$ cat src/hw/rtl/ctp_pkg.sv
// ----------------------------------------------------------------------------
// ctp_pkg
// Shared types and constants of the chart trace plotter.
// ----------------------------------------------------------------------------
package ctp_pkg;

    // divider geometry: dividend covers the larger of both numerators
    localparam int DIV_DW  = 46;          // dividend / quotient bits
    localparam int DIV_VW  = 33;          // divisor / remainder bits
    localparam int DIV_CYC = DIV_DW / 2;  // two quotient bits per cycle
    localparam int DIV_CW  = $clog2(DIV_CYC);

    // draw_mode bit positions
    localparam int DM_EXT_LEFT  = 0;
    localparam int DM_SKIP_GAPS = 1;
    localparam int DM_EXT_RIGHT = 2;
    localparam int DM_DOT_ICON  = 3;

    // command kinds
    localparam logic CMD_LINE  = 1'b0;
    localparam logic CMD_PIXEL = 1'b1;

    typedef enum logic [2:0] {
        REG_AREA_LEFT    = 3'd0,
        REG_AREA_BOTTOM  = 3'd1,
        REG_AREA_WIDTH   = 3'd2,
        REG_AREA_HEIGHT  = 3'd3,
        REG_COLUMN_COUNT = 3'd4,
        REG_Y_MIN        = 3'd5,
        REG_Y_MAX        = 3'd6,
        REG_DRAW_MODE    = 3'd7
    } t_reg_idx;

    typedef enum logic [1:0] {
        PH_NEVER = 2'd0,
        PH_DRAW  = 2'd1,
        PH_GAP   = 2'd2
    } t_phase;

    typedef enum logic [2:0] {
        S_IDLE,
        S_PREP,
        S_DIVX,
        S_LOADY,
        S_DIVY,
        S_PLAN,
        S_EMIT
    } t_state;

    // command slots in emission order
    localparam logic [2:0] SLOT_MAIN  = 3'd0;
    localparam logic [2:0] SLOT_LEFT  = 3'd1;
    localparam logic [2:0] SLOT_RIGHT = 3'd2;
    localparam logic [2:0] SLOT_UP    = 3'd3;
    localparam logic [2:0] SLOT_DOWN  = 3'd4;
    localparam logic [2:0] SLOT_EXTR  = 3'd5;

    typedef struct packed {
        logic               sample_present;
        logic signed [31:0] sample_value;
        logic               last_column;
    } t_in_item;

    typedef struct packed {
        logic               command_kind;
        logic signed [15:0] start_x;
        logic signed [15:0] start_y;
        logic signed [15:0] end_x;
        logic signed [15:0] end_y;
        logic               last_of_run;
    } t_out_item;

endpackage

$ cat src/hw/rtl/chart_trace_plotter_top.sv
// ----------------------------------------------------------------------------
// chart_trace_plotter_top
// Flow: a present column passes S_PREP, the x division, S_LOADY, the y division
// and S_PLAN before its main command is emitted; a missing column goes straight
// to S_PLAN. Emission, if any, then scans six command slots at one per cycle
// (output not stalled). A present column's run time is set mostly by the shared
// radix-4 divider, run twice. One item at a time. Synchronous active-low reset
// clears trace state, config and output valid.
// ----------------------------------------------------------------------------
module chart_trace_plotter_top
    import ctp_pkg::*;
#(
    parameter int COORD_BITS  = 16,
    parameter int COLUMN_BITS = 16
) (
    input  logic        i_clk,
    input  logic        i_rst_n,
    // input items
    input  logic        i_valid,
    output logic        o_stall,
    input  t_in_item    i_in_data,
    // result items
    output logic        o_valid,
    input  logic        i_stall,
    output t_out_item   o_out_data,
    // configuration (APB style)
    input  logic        psel,
    input  logic        penable,
    input  logic        pwrite,
    input  logic [4:0]  paddr,
    input  logic [31:0] pwdata,
    output logic [31:0] prdata,
    output logic        pready
);

    typedef logic signed [COORD_BITS-1:0] t_coord;

    localparam int XPW = 14 + COLUMN_BITS;  // x numerator bits

    // ------------------------------------------------------------------
    // configuration registers
    // ------------------------------------------------------------------
    logic        [11:0] r_area_left;
    logic        [12:0] r_area_bottom;
    logic        [12:0] r_area_width;
    logic        [12:0] r_area_height;
    logic        [15:0] r_column_count;
    logic signed [31:0] r_y_min;
    logic signed [31:0] r_y_max;
    logic        [3:0]  r_draw_mode;

    t_reg_idx w_reg_idx;
    logic     w_cfg_wr;

    assign w_reg_idx = t_reg_idx'(paddr[4:2]);
    assign w_cfg_wr  = psel && penable && pwrite && pready;
    assign pready    = 1'b1;

    always_ff @(posedge i_clk) begin
        if (!i_rst_n) begin
            r_area_left    <= 12'd0;
            r_area_bottom  <= 13'd240;
            r_area_width   <= 13'd320;
            r_area_height  <= 13'd240;
            r_column_count <= 16'd1;
            r_y_min        <= 32'sd0;
            r_y_max        <= 32'sd1;
            r_draw_mode    <= 4'd8;
        end else if (w_cfg_wr) begin
            unique case (w_reg_idx)
                REG_AREA_LEFT:    r_area_left    <= pwdata[11:0];
                REG_AREA_BOTTOM:  r_area_bottom  <= pwdata[12:0];
                REG_AREA_WIDTH:   r_area_width   <= pwdata[12:0];
                REG_AREA_HEIGHT:  r_area_height  <= pwdata[12:0];
                REG_COLUMN_COUNT: r_column_count <= pwdata[15:0];
                REG_Y_MIN:        r_y_min        <= pwdata;
                REG_Y_MAX:        r_y_max        <= pwdata;
                REG_DRAW_MODE:    r_draw_mode    <= pwdata[3:0];
                default:          ;
            endcase
        end
    end

    always_comb begin
        unique case (w_reg_idx)
            REG_AREA_LEFT:    prdata = {20'd0, r_area_left};
            REG_AREA_BOTTOM:  prdata = {19'd0, r_area_bottom};
            REG_AREA_WIDTH:   prdata = {19'd0, r_area_width};
            REG_AREA_HEIGHT:  prdata = {19'd0, r_area_height};
            REG_COLUMN_COUNT: prdata = {16'd0, r_column_count};
            REG_Y_MIN:        prdata = r_y_min;
            REG_Y_MAX:        prdata = r_y_max;
            REG_DRAW_MODE:    prdata = {28'd0, r_draw_mode};
            default:          prdata = 32'd0;
        endcase
    end

    // ------------------------------------------------------------------
    // trace state and captured item
    // ------------------------------------------------------------------
    t_state                   r_state, n_state;
    t_phase                   r_phase;
    t_coord                   r_prev_x, r_prev_y;
    logic [COLUMN_BITS-1:0]   r_col;

    logic                     r_present, r_last;
    logic signed [31:0]       r_value;

    // y numerator magnitude, sign and divisor, formed in S_PREP before x divides
    logic [DIV_VW-1:0]        r_ymag;
    logic                     r_yneg;
    logic [DIV_VW-1:0]        r_wh;

    // shared divider: dividend shifts out as quotient shifts in
    logic [DIV_DW-1:0]        r_num;
    logic [DIV_VW-1:0]        r_rem;
    logic [DIV_VW-1:0]        r_den;
    logic [DIV_CW-1:0]        r_cnt;

    t_coord                   r_px, r_py;

    // planned commands
    logic [5:0]               r_mask;
    logic [2:0]               r_slot;
    logic                     r_main_kind;
    t_coord                   r_m_sx, r_m_sy, r_m_ex, r_m_ey;
    t_coord                   r_er_x, r_er_y;

    logic                     r_out_valid;
    t_out_item                r_out;

    logic                     w_accept;
    logic                     w_out_free;

    assign o_stall    = (r_state != S_IDLE);
    assign w_accept   = i_valid && !o_stall;
    assign w_out_free = !r_out_valid || !i_stall;
    assign o_valid    = r_out_valid;
    assign o_out_data = r_out;

    // ------------------------------------------------------------------
    // divider step: two restoring compare/subtract stages
    // ------------------------------------------------------------------
    logic [DIV_VW:0]   w_t1, w_t2;
    logic              w_ge1, w_ge2;
    logic [DIV_VW-1:0] w_rem1, w_rem2;
    logic [DIV_DW-1:0] w_num1, w_num2;

    always_comb begin
        w_t1   = {r_rem, r_num[DIV_DW-1]};
        w_ge1  = (w_t1 >= {1'b0, r_den});
        w_rem1 = w_ge1 ? DIV_VW'(w_t1 - {1'b0, r_den}) : w_t1[DIV_VW-1:0];
        w_num1 = {r_num[DIV_DW-2:0], w_ge1};
        w_t2   = {w_rem1, w_num1[DIV_DW-1]};
        w_ge2  = (w_t2 >= {1'b0, r_den});
        w_rem2 = w_ge2 ? DIV_VW'(w_t2 - {1'b0, r_den}) : w_t2[DIV_VW-1:0];
        w_num2 = {w_num1[DIV_DW-2:0], w_ge2};
    end

    // ------------------------------------------------------------------
    // operand preparation
    // ------------------------------------------------------------------
    logic [XPW-1:0]     w_numx;      // width * (2i+1)
    logic [15:0]        w_cc;
    logic signed [32:0] w_ydiff;
    logic signed [33:0] w_wh;
    logic [DIV_DW-1:0]  w_numy;

    assign w_numx  = XPW'(r_area_width) * XPW'({r_col, 1'b1});
    assign w_cc    = (r_column_count == 16'd0) ? 16'd1 : r_column_count;
    assign w_ydiff = 33'(r_value) - 33'(r_y_min);
    assign w_wh    = 34'(r_y_max) - 34'(r_y_min) + 34'sd1;
    assign w_numy  = DIV_DW'(r_ymag) * DIV_DW'(r_area_height);

    // ------------------------------------------------------------------
    // screen coordinates (wrap to COORD_BITS)
    // ------------------------------------------------------------------
    t_coord w_left, w_right_m1, w_px, w_py, w_qy, w_base;

    assign w_left     = COORD_BITS'(r_area_left);
    assign w_right_m1 = w_left + COORD_BITS'(r_area_width) - t_coord'(1);
    assign w_px       = w_left + r_num[COORD_BITS-1:0];
    assign w_qy       = r_num[COORD_BITS-1:0];
    assign w_base     = COORD_BITS'(r_area_bottom) - t_coord'(1);
    assign w_py       = r_yneg ? (w_base + w_qy) : (w_base - w_qy);

    // ------------------------------------------------------------------
    // command planning (evaluated in S_PLAN; x was latched in S_LOADY)
    // ------------------------------------------------------------------
    logic   w_main_en, w_main_kind, w_er_en;
    t_coord w_m_sx, w_m_sy, w_m_ex, w_m_ey;
    t_phase w_new_phase;
    t_coord w_new_x, w_new_y;

    always_comb begin
        w_main_en   = 1'b0;
        w_main_kind = CMD_PIXEL;
        w_m_sx      = r_px;
        w_m_sy      = w_py;
        w_m_ex      = '0;
        w_m_ey      = '0;
        w_new_phase = r_phase;
        w_new_x     = r_prev_x;
        w_new_y     = r_prev_y;
        if (r_present) begin
            w_new_phase = PH_DRAW;
            w_new_x     = r_px;
            w_new_y     = w_py;
            if (r_phase == PH_DRAW) begin
                // join from the previous point
                w_main_en   = 1'b1;
                w_main_kind = CMD_LINE;
                w_m_sx      = r_prev_x;
                w_m_sy      = r_prev_y;
                w_m_ex      = r_px;
                w_m_ey      = w_py;
            end else if (r_phase == PH_NEVER && r_draw_mode[DM_EXT_LEFT]) begin
                // extend left: nothing if the point sits on or left of the edge
                w_main_en   = (r_px > w_left);
                w_main_kind = CMD_LINE;
                w_m_sx      = w_left + t_coord'(1);
                w_m_sy      = w_py;
                w_m_ex      = r_px;
                w_m_ey      = w_py;
            end else begin
                w_main_en   = 1'b1;
            end
        end else if (r_phase == PH_DRAW && r_draw_mode[DM_SKIP_GAPS]) begin
            w_new_phase = PH_GAP;
        end
        w_er_en = r_last && r_draw_mode[DM_EXT_RIGHT] && (w_new_phase != PH_NEVER)
                  && (w_new_x < w_right_m1);
    end

    // ------------------------------------------------------------------
    // command emission
    // ------------------------------------------------------------------
    function automatic logic [15:0] f_out(input t_coord v);
        logic signed [31:0] w;
        w = 32'(v);
        return w[15:0];
    endfunction

    logic      w_slot_en, w_later, w_emit_go;
    t_out_item w_cmd;

    assign w_slot_en = r_mask[r_slot];
    assign w_later   = |(r_mask & (6'b111110 << r_slot));
    assign w_emit_go = (r_state == S_EMIT) && w_slot_en && w_out_free;

    always_comb begin
        w_cmd.command_kind = CMD_PIXEL;
        w_cmd.start_x      = f_out(r_px);
        w_cmd.start_y      = f_out(r_py);
        w_cmd.end_x        = 16'd0;
        w_cmd.end_y        = 16'd0;
        w_cmd.last_of_run  = !w_later;
        case (r_slot)
            SLOT_MAIN: begin
                w_cmd.command_kind = r_main_kind;
                w_cmd.start_x      = f_out(r_m_sx);
                w_cmd.start_y      = f_out(r_m_sy);
                w_cmd.end_x        = f_out(r_m_ex);
                w_cmd.end_y        = f_out(r_m_ey);
            end
            SLOT_LEFT:  w_cmd.start_x = f_out(r_px - t_coord'(1));
            SLOT_RIGHT: w_cmd.start_x = f_out(r_px + t_coord'(1));
            SLOT_UP:    w_cmd.start_y = f_out(r_py - t_coord'(1));
            SLOT_DOWN:  w_cmd.start_y = f_out(r_py + t_coord'(1));
            SLOT_EXTR: begin
                w_cmd.command_kind = CMD_LINE;
                w_cmd.start_x      = f_out(r_er_x);
                w_cmd.start_y      = f_out(r_er_y);
                w_cmd.end_x        = f_out(w_right_m1);
                w_cmd.end_y        = f_out(r_er_y);
            end
            default: ;
        endcase
    end

    // ------------------------------------------------------------------
    // sequencer
    // ------------------------------------------------------------------
    always_ff @(posedge i_clk) begin
        if (!i_rst_n) begin
            r_state <= S_IDLE;
        end else begin
            r_state <= n_state;
        end
    end

    always_comb begin
        n_state = r_state;
        unique case (r_state)
            S_IDLE: begin
                if (w_accept) begin
                    n_state = i_in_data.sample_present ? S_PREP : S_PLAN;
                end
            end
            S_PREP:  n_state = S_DIVX;
            S_DIVX:  if (r_cnt == '0) n_state = S_LOADY;
            S_LOADY: n_state = S_DIVY;
            S_DIVY:  if (r_cnt == '0) n_state = S_PLAN;
            S_PLAN: begin
                n_state = ({w_er_en, {4{r_present && r_draw_mode[DM_DOT_ICON]}},
                            w_main_en} == 6'd0) ? S_IDLE : S_EMIT;
            end
            S_EMIT: begin
                if (r_slot == SLOT_EXTR && (!w_slot_en || w_out_free)) begin
                    n_state = S_IDLE;
                end
            end
            default: n_state = S_IDLE;
        endcase
    end

    // trace state and output register (control)
    always_ff @(posedge i_clk) begin
        if (!i_rst_n) begin
            r_phase     <= PH_NEVER;
            r_prev_x    <= '0;
            r_prev_y    <= '0;
            r_col       <= '0;
            r_out_valid <= 1'b0;
            r_slot      <= SLOT_MAIN;
        end else begin
            if (r_state == S_PLAN) begin
                r_slot <= SLOT_MAIN;
                if (r_last) begin
                    r_phase  <= PH_NEVER;
                    r_prev_x <= '0;
                    r_prev_y <= '0;
                    r_col    <= '0;
                end else begin
                    r_phase  <= w_new_phase;
                    r_prev_x <= w_new_x;
                    r_prev_y <= w_new_y;
                    r_col    <= r_col + 1'b1;
                end
            end
            if (r_state == S_EMIT && (!w_slot_en || w_out_free)) begin
                r_slot <= r_slot + 3'd1;
            end
            if (w_emit_go) begin
                r_out_valid <= 1'b1;
            end else if (!i_stall) begin
                r_out_valid <= 1'b0;
            end
        end
    end

    // datapath
    always_ff @(posedge i_clk) begin
        if (w_emit_go) begin
            r_out <= w_cmd;
        end
        unique case (r_state)
            S_IDLE: begin
                if (w_accept) begin
                    r_present <= i_in_data.sample_present;
                    r_value   <= i_in_data.sample_value;
                    r_last    <= i_in_data.last_column;
                end
            end
            S_PREP: begin
                r_num  <= DIV_DW'(w_numx);
                r_den  <= DIV_VW'({w_cc, 1'b0});
                r_rem  <= '0;
                r_cnt  <= DIV_CW'(DIV_CYC - 1);
                r_yneg <= w_ydiff[32];
                r_ymag <= w_ydiff[32] ? DIV_VW'(-w_ydiff) : DIV_VW'(w_ydiff);
                // a non-positive span divides by one
                r_wh   <= (w_wh[33] || w_wh == 34'sd0) ? DIV_VW'(1) : w_wh[DIV_VW-1:0];
            end
            S_DIVX, S_DIVY: begin
                r_num <= w_num2;
                r_rem <= w_rem2;
                r_cnt <= r_cnt - 1'b1;
            end
            S_LOADY: begin
                r_px  <= w_px;
                r_num <= w_numy;
                r_den <= r_wh;
                r_rem <= '0;
                r_cnt <= DIV_CW'(DIV_CYC - 1);
            end
            S_PLAN: begin
                r_py        <= w_py;
                r_mask      <= {w_er_en, {4{r_present && r_draw_mode[DM_DOT_ICON]}},
                                w_main_en};
                r_main_kind <= w_main_kind;
                r_m_sx      <= w_m_sx;
                r_m_sy      <= w_m_sy;
                r_m_ex      <= w_m_ex;
                r_m_ey      <= w_m_ey;
                r_er_x      <= w_new_x;
                r_er_y      <= w_new_y;
            end
            S_EMIT: ;
            default: ;
        endcase
    end

endmodule

$ cat config.mk
export PLATFORM = sky130hd
export DESIGN_NAME = chart_trace_plotter_top
export DESIGN_NICKNAME = d
export VERILOG_FILES = /design/src/hw/rtl/ctp_pkg.sv /design/src/hw/rtl/chart_trace_plotter_top.sv
export SDC_FILE = /design/constraint.sdc
export NUM_CORES = 2
export LEC_CHECK = 0
export ABC_AREA = 1
export BUFFER_PORTS_ARGS = -buffer_cell sky130_fd_sc_hd__buf_2
export CELL_PAD_IN_SITES_DETAIL_PLACEMENT = 0
export CELL_PAD_IN_SITES_GLOBAL_PLACEMENT = 1
export CORE_ASPECT_RATIO = 1.25
export CORE_MARGIN = 1.5
export CORE_UTILIZATION = 48
export CTS_CLUSTER_DIAMETER = 50
export DETAILED_ROUTE_END_ITERATION = 6
export GPL_TIMING_DRIVEN = 0
export MAX_ROUTING_LAYER = met4
export PLACE_DENSITY = 0.89
export SYNTH_ARGS = -nofsm -noshare
export SYNTH_HDL_FRONTEND = slang
export SYNTH_SLANG_ARGS = --single-unit
$ cat constraint.sdc
create_clock -name i_clk -period 6 [get_ports i_clk]
set_input_delay 0.6 -clock i_clk [delete_from_list [all_inputs] [get_ports i_clk]]
set_output_delay 0.6 -clock i_clk [all_outputs]
set_load 0.01 [all_outputs]
* After elaboration in Yosys (flattened, before gate mapping)
Cells that the tools add are included.
Cells by class: multiply operators 2, equal/unequal tests 24, order comparisons 5, reduce and logical (&&, ||, !) cells 48, add/sub/neg operators 20, bitwise gates (word level) 1, muxes and demuxes 49, shift-type cells 1
Operators with widths (count):
- $mux W16 | 16
- $pmux W32 S8 | 1
- $pmux W46 S3 | 1
- $pmux W33 S2 | 2
- $pmux W16 S4 | 2
- $ge A34 B33 Y1 | 2
- $mux W33 | 2
- $sub A32 B32 Y33 | 2
- $sub A33 B33 Y33 | 2
- $pmux W32 S2 | 1
- $mul A33 B13 Y46 | 1
- $add A33 B2 Y34 const B | 1
- $logic_not A34 Y1 | 1
- $neg A33 Y33 | 1
- $add A16 B2 Y16 const B | 2
- $mux W32 | 1
- $sub A16 B2 Y16 const B | 2
- $mul A13 B17 Y30 | 1
- $eq A3 B3 Y1 const B | 9
- $mux W3 | 8
- $pmux W3 S7 | 1
- $eq A3 B2 Y1 const B | 6
- $reduce_and A2 Y1 | 9
- $add A12 B16 Y16 | 1
- 36 further kinds | 75
Word-level totals: word-level logic and storage cells 192, register bits after elaboration 611, output and inout bits 101, bits of input ports 78

* Longest topological paths before layout
word-level depth 10, mapped depth 33, gate-level depth less buffers 31

* Worst setup path before layout
No wires, ideal clock.
path type register -> register, from reg r_col[3], to reg r_num[18] (data pin), library setup time 0.259 ns, arrival time 5.131 ns, setup slack 0.610 ns, clock period less this slack 5.390 ns, required time 5.741 ns, path buffers 2, stages on the path, launching flop included 26, cell sequence dfxtp_1 clkbuf_1 clkbuf_1 nand2_1 fa_1 inv_1 fa_1 inv_1 fa_1 inv_1 ha_1 inv_1 fa_1 inv_1 ha_1 inv_1 o21ai_0 a21oi_1 o21bai_1 a21oi_1 o21ai_0 nand2_1 nand2_1 nand2_1 nand3_1 nand3_1
On the way: longest elaborated chain between the ends 2
RTL lines:
- from (decl) | RTL line chart_trace_plotter_top.sv:104 | logic [COLUMN_BITS-1:0] r_col;
- from (signal assigned) | RTL line chart_trace_plotter_top.sv:338 | r_col <= r_col + 1'b1;
- $mul A13 B17 Y30 | RTL line chart_trace_plotter_top.sv:169 | assign w_numx = XPW'(r_area_width) * XPW'({r_col, 1'b1});
- $pmux W46 S3 | RTL line chart_trace_plotter_top.sv:357 | unique case (r_state)
- to (signal assigned) | RTL line chart_trace_plotter_top.sv:366 | r_num <= DIV_DW'(w_numx);
- to (signal assigned) | RTL line chart_trace_plotter_top.sv:376 | r_num <= w_num2;
- to (signal assigned) | RTL line chart_trace_plotter_top.sv:382 | r_num <= w_numy;
- to (decl) | RTL line chart_trace_plotter_top.sv:115 | logic [DIV_DW-1:0] r_num;
Every way passes these cells. A chain may end at the register's enable or synchronous reset.

* Worst setup path after layout
from reg r_area_width[6], to reg r_num[19] (data pin)
On the way: longest elaborated chain between the ends 2
RTL lines:
- from (decl) | RTL line chart_trace_plotter_top.sv:45 | logic [12:0] r_area_width;
- from (signal assigned) | RTL line chart_trace_plotter_top.sv:73 | REG_AREA_WIDTH: r_area_width <= pwdata[12:0];
- $mul A13 B17 Y30 | RTL line chart_trace_plotter_top.sv:169
- $pmux W46 S3 | RTL line chart_trace_plotter_top.sv:357
Every way passes these cells.

==> metrics.csv <==
metric,value,unit
placedCellCount,10038,
crit_path_max_fanout,10,
insertion_delay,700,ps
antenna_found_initial,16,
die_h,403,µm
async_flop_share,0,%
wl_met3,13.3,mm
post-route-period-util,96.0,%
rows,146,
fin_util,53.4,%
num_io_pins,179,
place_area,0.0645,mm²
hold_depth,1,
cts_buffer_depth,3,
final_nets,9447,
hold_class,in -> reg,
drt.antenna.violating_nets,0,
fin_tns_setup,0,ps
grt_max_degree,68,
grt_pass1_vias,54070,
drt-met1-wl,81.1,mm
hold_viol_final,0,
clock-sinks,608,
rsz0062_at_grt,yes,
top_layer_used,met4,
ys_types,70,
slowest_stage,fa_1,
synth-seq-cells,608,
clkTransAtPathRegs,60,ps
port_buffers,174,
grt_pass1_wl,320,mm
synth_seq_area_share,26.6,%
timing.rr.end,r_num[19]$_DFFE_PP_,
design_area,0.0677,mm²
maxSlewHeadroom,12.9,%
ys_top_cells_by_area,"edfxtp_1, fa_1, nand2_1, inv_1, ha_1",
critical_path_arrival,6180,ps
routedWlPerCell,20.7,µm
synth.top_cell.area_share,20.4,%
wl,211,mm
fin_ws,237,ps
multi_input_area,0.0376,mm²
cts_tree,built,
finalNonFillerCells,10188,
required,6420,ps
synthCells,8155,
syn-cell-area,0.0613,mm²
regToRegSetupSlack,240,ps
core,0.127,mm²
cp_slowest_stage_delay,530,ps
crit_path_frequent_cell,fa_1,
n_fill_cell,12624,
die_area,0.130,mm²
cts_hold_buf,0,
place_ws,-822,ps
reg2reg_depth,20,
place_congestion,1.01,
overflow,0,
clock.fmax,174,MHz
worstSetupPathType,reg -> reg,
skew,32.0,ps
num_vias,54649,
avgSynthCellArea,7.52,µm²
layout-drive-gt1-share,7.53,%
setup.worst_path.start_class,flop,
fin_hold_ws,67.2,ps
fin_crit,5760,ps
drt_iter0_markers,4272,
hold_end,r_value[15]$_DFFE_PP_,
hpwlAfterDp,176,mm
route.met2.wl,102,mm
crit_path_end_kind,flop,
syn_to_final_growth,10.4,%
drc,0,
yosys_warnings,0,
setup_viol,0,
cap_violations,0,
synth.net_count,9194,
status,"complete, no violations",
crit_chain,"buf_4, clkbuf_4, nand2_1, fa_1, fa_1, inv_1, fa_1, inv_1, fa_1, inv_1, fa_1, ha_1, a21oi_1, o21a_1, nand3_2, a21oi_2, o21ai_0, or2_2, nand3_1, nand3_1",
path_buf_inv,5,
power.leakage,34.3,nW
h-tree-depth,3,
tightest_slew,1290,ps
drv_slew,0,
holdCritStartpoint,i_in_data[16],
power,43.1,mW
synth-edff-count,416,
cp_top_family,adder cells,
yosysTopAreaCell,edfxtp_1,
cts_buffers,78,
synth_top_flop_cell,edfxtp_1,
cts_root_buffer,clkbuf_16,
p_per_area,637,mW/mm²
ir_worst_vdd,0.000904,V
die_w,323,µm
seq_area,0.0164,mm²
firstDrtPassIters,6,
routed_via_density,5.36,
reg2reg_from,r_area_width[6]$_SDFFE_PN1P_,
grt_use_total,33.6,%
initial_core_util,48.4,%
==> state kept, by name (all words and copies together), names as in the netlist, 32 cells and up <==
register and count:
r_num 46, r_wh 33, r_ymag 33, r_y_max 32, r_value 32, r_den 33, r_y_min 32, r_rem 33
o_out_data 66
==> power breakdown <==
| part | internal, mW | total (mW) | switching, mW |
|---|---|---|---|
| combinational | 10.9 | 31.8 | 21.0 |
| clock | 2.67 | 4.73 | 2.06 |
| sequential | 5.94 | 6.52 | 0.578 |
| total | 19.5 | 43.1 | 23.6 |
==> synth_stat cells (6+ instances only) <==
library cell / number
a221oi_1: 30
nor3_1: 77
fa_1: 515
o2111ai_1: 15
dfxtp_1: 192
a22oi_1: 15
a32oi_1: 6
o211ai_1: 41
a21boi_0: 12
edfxtp_1: 416
a21oi_1: 478
nand4_1: 66
a31oi_1: 24
o22ai_1: 26
o21a_1: 17
o221ai_1: 8
nor4_1: 11
buf_6: 8
nand2_2: 22
a21o_1: 23
nand3_1: 297
a211oi_1: 8
buf_4: 6
clkinv_1: 8
nor3b_1: 7
clkbuf_1: 204
ha_1: 446
o21ai_2: 17
nand2_1: 2032
buf_1: 40
and2_1: 6
or2_2: 30
xnor2_1: 63
nor2_2: 11
nand3b_1: 15
o21ai_0: 428
nor2_1: 615
inv_1: 1686
o21bai_1: 30
o21ai_1: 36
xor2_1: 102
buf_2: 12
inv_2: 9
==> timing repair <==
action	CTS	global route
setup buffers	0	24
gates resized for setup	123	191
pin swaps	0	4
endpoints found under the setup margin	36	67
==> cells in the final DEF, fill, tap and decap left out, types with 41 or more instances in the layout <==
| cell | n |
|---|---|
| a21oi_1 | 475 |
| buf_2 | 212 |
| clkbuf_1 | 115 |
| clkbuf_16 | 81 |
| clkbuf_4 | 44 |
| dfxtp_1 | 173 |
| edfxtp_1 | 416 |
| fa_1 | 514 |
| ha_1 | 434 |
| inv_1 | 1684 |
| nand2_1 | 2031 |
| nand3_1 | 295 |
| nand4_1 | 66 |
| nor2_1 | 609 |
| nor3_1 | 74 |
| o211ai_1 | 41 |
| o21ai_0 | 415 |
| xnor2_1 | 63 |
| xor2_1 | 102 |
==> worst max-delay path by stage <==
stage          cells past startpoint  slack, ps                     startpoint                  end
6_report                          20        240   r_area_width[6]$_SDFFE_PN1P_  r_num[19]$_DFFE_PP_
5_1_grt                           27        -50            r_ymag[2]$_DFFE_PP_  r_num[28]$_DFFE_PP_
4_1_cts                           23          4          r_col[4]$_SDFFE_PN0P_  r_num[23]$_DFFE_PP_
3_5_place_dp                      25       -820  r_area_height[3]$_SDFFE_PN0P_  r_num[45]$_DFFE_PP_
3_3_place_gp                      25       -820  r_area_height[3]$_SDFFE_PN0P_  r_num[45]$_DFFE_PP_
2_1_floorplan                     25        610          r_col[3]$_SDFFE_PN0P_  r_num[18]$_DFFE_PP_
==> logic make-up after synthesis <==
logic type	count (synthesis)	synth area share, %
buffers and inverters	1977	12.4
AOI/OAI and AO/OA	1233	11.4
xor gates and xnor gates	167	2.41
other	1	0.00612
adders and majority gates	961	25.9
DFF	608	26.6
and+or+nand+nor	3208	21.3
==> worst register-to-register path: stages (launching register included) <==
cell and delay [ps]:
dfxtp_1 380, buf_4 250, clkbuf_4 260, nand2_1 90, fa_1 520, fa_1 510
inv_1 50, fa_1 480, inv_1 60, fa_1 530, inv_1 70, fa_1 530
ha_1 380, a21oi_1 170, o21a_1 200, nand3_2 160, a21oi_2 240, o21ai_0 120
or2_2 290, nand3_1 140, nand3_1 90
==> per-layer routing <==
| metal | up-vias | GRT usage [%] |
|---|---|---|
| li1 | 26208 | - |
| met1 | 26070 | 38.5 |
| met2 | 1824 | 55.8 |
| met3 | 547 | 4.90 |
| met4 | 0 | 19.9 |
| met5 | - | - |
==> cell type report <==
type,instances,area share (%)
diodes,14,0.0518
plain buffers,242,2.00
clock buffers,96,3.08
clock inverters,48,0.701
inverters,1703,9.45
multi-input cells,5570,55.6
flip-flops and latches,608,24.2
well taps,1702,3.15
repair buffers,205,1.80
Power figures use the tool's default switching activity.
